[config.mk]
export PLATFORM = sky130hd
export DESIGN_NAME = rmsp_alu
export DESIGN_NICKNAME = d
export VERILOG_FILES = /design/src/rtl/rmsp_pkg.sv /design/src/rtl/rmsp_alu.sv
export SDC_FILE = /design/constraint.sdc
export NUM_CORES = 2
export LEC_CHECK = 0
export BUFFER_PORTS_ARGS = -buffer_cell sky130_fd_sc_hd__buf_2
export CORE_MARGIN = 5
export CORE_UTILIZATION = 40
export CTS_BUF_LIST = sky130_fd_sc_hd__clkbuf_8 sky130_fd_sc_hd__clkbuf_16
export DETAILED_ROUTE_END_ITERATION = 10
export PLACE_DENSITY = 0.66
export SYNTH_ARGS = -nofsm -noshare
export SYNTH_HDL_FRONTEND = slang
export SYNTH_SLANG_ARGS = --single-unit
[constraint.sdc]
create_clock -name clock -period 10.2 [get_ports clock]
set_input_delay 2.04 -clock clock [delete_from_list [all_inputs] [get_ports clock]]
set_output_delay 2.04 -clock clock [all_outputs]
set_load 0.02 [all_outputs]
[src/rtl/rmsp_pkg.sv]
`default_nettype none
package rmsp_pkg;

   // configuration register indexes
   localparam logic [1:0] CSR_LEARNING_RATE = 2'd0;
   localparam logic [1:0] CSR_DECAY         = 2'd1;
   localparam logic [1:0] CSR_EPSILON       = 2'd2;
   localparam logic [1:0] CSR_CENTERED      = 2'd3;

   localparam int unsigned CSR_INDEX_WIDTH = 3;
   localparam int unsigned CSR_DATA_WIDTH  = 32;

   localparam logic signed [63:0] MAX32 = 64'sd2147483647;
   localparam logic signed [63:0] MIN32 = -64'sd2147483648;
   localparam logic [16:0] ONE_Q16 = 17'd65536;

   // shared unit operations
   typedef enum logic [2:0] {
      OP_MUL  = 3'd0,
      OP_SQRT = 3'd1,
      OP_DIV  = 3'd2
   } op_type;

   typedef struct packed {
      logic        start;
      op_type      op;
      logic [63:0] opa;
      logic [63:0] opb;
   } alu_req_type;

   typedef struct packed {
      logic        done;
      logic [63:0] result;
   } alu_rsp_type;

   function automatic logic signed [63:0] sat32(input logic signed [63:0] v);
      if (v > MAX32) return MAX32;
      if (v < MIN32) return MIN32;
      return v;
   endfunction

endpackage
`default_nettype wire

[src/rtl/rmsp_alu.sv]
`default_nettype none
// Shared multi-cycle unit: 32x32 signed multiply in two 32x16 partial products,
// 64-bit bit-serial integer square root and 64/64 bit-serial unsigned divide.
module rmsp_alu (
   input  wire                    clock,
   input  wire                    reset,
   input  rmsp_pkg::alu_req_type  req,
   output rmsp_pkg::alu_rsp_type  rsp
);

   typedef enum logic [3:0] {
      AS_IDLE = 4'b0001,
      AS_MUL  = 4'b0010,
      AS_SQRT = 4'b0100,
      AS_DIV  = 4'b1000
   } alu_state_type;

   alu_state_type state_ff, state_in;
   logic [5:0]  cnt_ff, cnt_in;
   logic [63:0] a_ff, a_in;
   logic [63:0] b_ff, b_in;
   logic [63:0] acc_ff, acc_in;
   logic [64:0] rem_ff, rem_in;
   logic        done_ff, done_in;

   logic signed [48:0] pp;
   logic [64:0] rem_shift, rem_try;
   logic [65:0] sq_try;
   logic [65:0] sq_rem_shift;

   always_comb begin
      // partial product of signed a by one 16-bit half of b
      if (cnt_ff[0] == 1'b0)
         pp = $signed(a_ff[31:0]) * $signed({1'b0, b_ff[15:0]});
      else
         pp = $signed(a_ff[31:0]) * $signed(b_ff[31:16]);
      rem_shift    = {rem_ff[63:0], a_ff[63]};
      rem_try      = rem_shift - {1'b0, b_ff};
      sq_rem_shift = {rem_ff[63:0], a_ff[63:62]};
      sq_try       = sq_rem_shift - {acc_ff, 2'b01};
   end

   always_comb begin
      state_in = state_ff;
      cnt_in   = cnt_ff;
      a_in     = a_ff;
      b_in     = b_ff;
      acc_in   = acc_ff;
      rem_in   = rem_ff;
      done_in  = 1'b0;
      case (state_ff)
         AS_IDLE: begin
            if (req.start) begin
               a_in   = req.opa;
               b_in   = req.opb;
               acc_in = '0;
               rem_in = '0;
               cnt_in = '0;
               case (req.op)
                  rmsp_pkg::OP_MUL:  state_in = AS_MUL;
                  rmsp_pkg::OP_SQRT: state_in = AS_SQRT;
                  rmsp_pkg::OP_DIV:  state_in = AS_DIV;
                  default:           state_in = AS_MUL;
               endcase
            end
         end
         AS_MUL: begin
            // accumulate low then high partial product
            if (cnt_ff[0] == 1'b0) begin
               acc_in = 64'(pp);
               cnt_in = 6'd1;
            end else begin
               acc_in   = acc_ff + {pp[47:0], 16'd0};
               done_in  = 1'b1;
               state_in = AS_IDLE;
            end
         end
         AS_SQRT: begin
            // one result bit per cycle, two radicand bits consumed
            if (!sq_try[65]) begin
               rem_in = sq_try[64:0];
               acc_in = {acc_ff[62:0], 1'b1};
            end else begin
               rem_in = sq_rem_shift[64:0];
               acc_in = {acc_ff[62:0], 1'b0};
            end
            a_in   = {a_ff[61:0], 2'b00};
            cnt_in = cnt_ff + 6'd1;
            if (cnt_ff == 6'd31) begin
               done_in  = 1'b1;
               state_in = AS_IDLE;
            end
         end
         AS_DIV: begin
            // restoring division, one quotient bit per cycle
            if (!rem_try[64]) begin
               rem_in = rem_try;
               acc_in = {acc_ff[62:0], 1'b1};
            end else begin
               rem_in = rem_shift;
               acc_in = {acc_ff[62:0], 1'b0};
            end
            a_in   = {a_ff[62:0], 1'b0};
            cnt_in = cnt_ff + 6'd1;
            if (cnt_ff == 6'd63) begin
               done_in  = 1'b1;
               state_in = AS_IDLE;
            end
         end
         default: state_in = AS_IDLE;
      endcase
   end

   always_ff @(posedge clock) begin
      if (reset) begin
         state_ff <= AS_IDLE;
         cnt_ff   <= '0;
         done_ff  <= 1'b0;
      end else begin
         state_ff <= state_in;
         cnt_ff   <= cnt_in;
         done_ff  <= done_in;
      end
      a_ff   <= a_in;
      b_ff   <= b_in;
      acc_ff <= acc_in;
      rem_ff <= rem_in;
   end

   assign rsp.done   = done_ff;
   assign rsp.result = acc_ff;

   a_done_single: assert property (@(posedge clock) disable iff (reset)
      done_ff |=> !done_ff) else $error("alu done held two cycles");
   a_idle_after_done: assert property (@(posedge clock) disable iff (reset)
      done_ff |-> state_ff == AS_IDLE) else $error("alu busy at done");
   a_start_idle: assert property (@(posedge clock) disable iff (reset)
      (state_ff != AS_IDLE) |-> !done_ff) else $error("alu done while busy");

endmodule
`default_nettype wire
==> run_results.csv <==
group,metric,value,unit
worst_setup_path,slowest_delay,590,ps
worst_setup_path,worstSetupPathType,"flip-flop to flip-flop",
timing,fin_crit_sh,95.35,%
drt,first_pass_iters,6,
synth,synthCells,6683,
clocking,h-tree-depth,2,
drt,drtAntennaViolNets,0,
worst_setup_path,worstSetupStartpointType,"flip-flop",
synth,ys_ff_latch,267,
worst_setup_path,cpMostUsedCell,"a21o_1",
die,die_x,390.6,µm
placement,dp.cells,8618,
run,maxCapViolations,0,
timing,rsz0062_at_grt,"no",
placement,port_buffers,198,
clocking,ctsRootBufferMaster,"clkbuf_16",
placement,place_congestion,0.9328,
synth,synth_edf_count,256,
global_route,grt_max_degree,93,
timing,timing.final.hold_violations,0,
final_layout,final_cell_count_no_fill,8732,
clocking,cts_sinks,267,
worst_setup_path,end_kind,"flip-flop",
synth,syn_avg_cell_area,8.670,µm²
drt,wl,181.2,mm
final_layout,fillers,14150,
final_layout,final_cell_mix,"inv_1, fa_1, nand2_1, ha_1, and2_1",
timing,fmax,0.1028,GHz
clocking,clkTransAtPathRegs,60,ps
clocking,cts_buffer_depth,3,
synth,ys.flop_type,"edfxtp_1",
worst_setup_path,cp.arrival,10140,ps
die,rows,139,
timing,slew_headroom,26.97,%
drt,vias,47150,
worst_setup_path,crit_path_top_delay_cell,"edfxtp_1",
drt,vias_per_cell,5.399,
min_path,holdPathStages,2,
timing,whs,527.1,ps
synth,synth_cell_types,95,
worst_setup_path,path_max_fanout,14,
min_path,hold_class,"flip-flop to flip-flop",
clocking,cts_tree,"yes",
global_route,grt_pass1_vias,49380,
final_layout,drive_gt1_share,7.590,%
timing,setup_ws,474.3,ps
worst_setup_path,critPathRequiredTime,10610,ps
die,ios,199,
synth,yosys_warnings,0,
die,coreArea,143800,µm²
die,initial_core_util,40.29,%
final_layout,area_growth,8.965,%
final_layout,seq_area,7911,µm²
min_path,hold_end,"cnt_ff[4]",
die,dieArea,152600,µm²
worst_setup_path,reg2reg_slack,470,ps
final_layout,multi_input_comb_area,43750,µm²
clocking,cts_buffers,42,
worst_setup_path,reg2reg_depth,35,
placement,place_hpwl,146.1,mm
timing,worst_slew_pin_slew,1093,ps
final_layout,num-nets-final,8310,
synth,seq_area_frac_synth,13.65,%
placement,place_ws,269.1,ps
worst_setup_path,r2r-start,"a_ff[9]",
synth,syn_area,57940,µm²
synth,syn_nets,8201,
timing,setup_tns,0,ps
drt,drc,0,
worst_setup_path,timing.rr.end,"acc_ff[61]",
global_route,grt_pass1_wl,283.3,mm
drt,drt_iter0_markers,3301,
timing,maxSlewViolCount,0,
timing,finalSetupViolCount,0,
timing,fin_skew,82.53,ps
die,fp.dieH,390.6,µm
timing,min_period,9726,ps
clocking,clk_latency,660,ps
final_layout,final_common_cell,"inv_1",
run_status,outcome,"finished clean",
synth,synthArstFlopShare,0,%
min_path,hold_path_startpoint,"cnt_ff[4]",
global_route,grt_overflow,0,
global_route,antenna_found_initial,10,
global_route,grt_usage,23.88,%
drt,wl_per_cell,20.75,µm
-- routing by layer --
metal  up-vias  part of all wire [%]  GRT usage (%)
li1      21330                     -              -
met1     23790                    40          30.18
met2      1644                    47          40.06
met3       368                   7.0          4.025
met4        10                   5.7          11.19
met5         -                 0.047              0
-- worst max-delay path by stage --
stage / start / to / slack (ps) / depth (start not counted)
floorplan: req[131] / a_ff[0] / 1250 / 2
global placement: a_ff[8] / acc_ff[58] / 330 / 34
detailed placement: a_ff[8] / acc_ff[62] / 270 / 34
CTS: a_ff[8] / acc_ff[62] / 240 / 34
global route: b_ff[22] / acc_ff[61] / 20 / 37
finish: a_ff[9] / acc_ff[61] / 470 / 35
-- flip-flops by register name, summed over array words and instances (netlist names) --
name      cells
done_ff       1
a_ff         64
cnt_ff        6
acc_ff       64
b_ff         64
state_ff      4
rem_ff       64
-- metrics by stage --
step           utilization, %  instance area (µm²)
2_1_floorplan               -                57940
3_3_place_gp            42.66                61350
3_5_place_dp            42.66                61350
4_1_cts                 43.60                62700
5_1_grt                 43.89                63130
6_report                43.90                63140
-- cell type report --
| cell class | count | share of cell area, % |
|---|---|---|
| clock inverters | 32 | 0.3745 |
| diodes | 4 | 0.01585 |
| flip-flops and latches | 267 | 12.53 |
| repair buffers | 385 | 4.167 |
| clock buffers | 45 | 1.766 |
| inverters | 1360 | 8.085 |
| multi-input cells | 4736 | 69.29 |
| well taps | 1903 | 3.771 |
-- logic make-up (layout without fill, tap and decap cells) --
family	Yosys count	count (layout)	synth area share [%]
adder cells (fa/ha/maj)	1384	1384	42.54
AO/OA/AOI/OAI	1153	1153	12.86
AND/OR/NAND/NOR	1901	1901	15.29
XOR/XNOR	260	260	3.975
flip-flops	267	267	13.65
buffers and inverters	1680	1822	10.99
other	0	4	0
multiplexers	38	38	0.6974
-- worst max-delay path: cells and delay by family, from the launching register on --
| family | cells | cell delay [ps] |
|---|---|---|
| xor gates and xnor gates | 1 | 310 |
| buffers and inverters | 2 | 380 |
| AOI/OAI and AO/OA | 21 | 4130 |
| and+or+nand+nor | 3 | 370 |
| DFF | 1 | 590 |
| adders and majority gates | 8 | 3700 |
-- cell usage after synthesis (all sizes together), types with 74 or more instances --
cell    number  area share (%)
ha         407             8.8
o22ai       74            0.83
fa         977              34
and2       398             4.3
inv       1359             8.8
clkbuf     293             1.9
xor2       110             1.7
o21ai      211             1.8
a21oi      370             3.2
xnor2      150             2.3
edfxtp     256              13
nand2      932             6.0
nor2       268             1.8
a21o       141             1.8
-- what timing repair did --
action	in CTS	in global routing
setup buffers	0	33
resized for setup	0	4
setup endpoints to repair	0	11
hold buffers	0	0
Power is left out: the tool's default activity adds up to more than one toggle a clock period on the data nets, which glitch-free logic cannot reach.
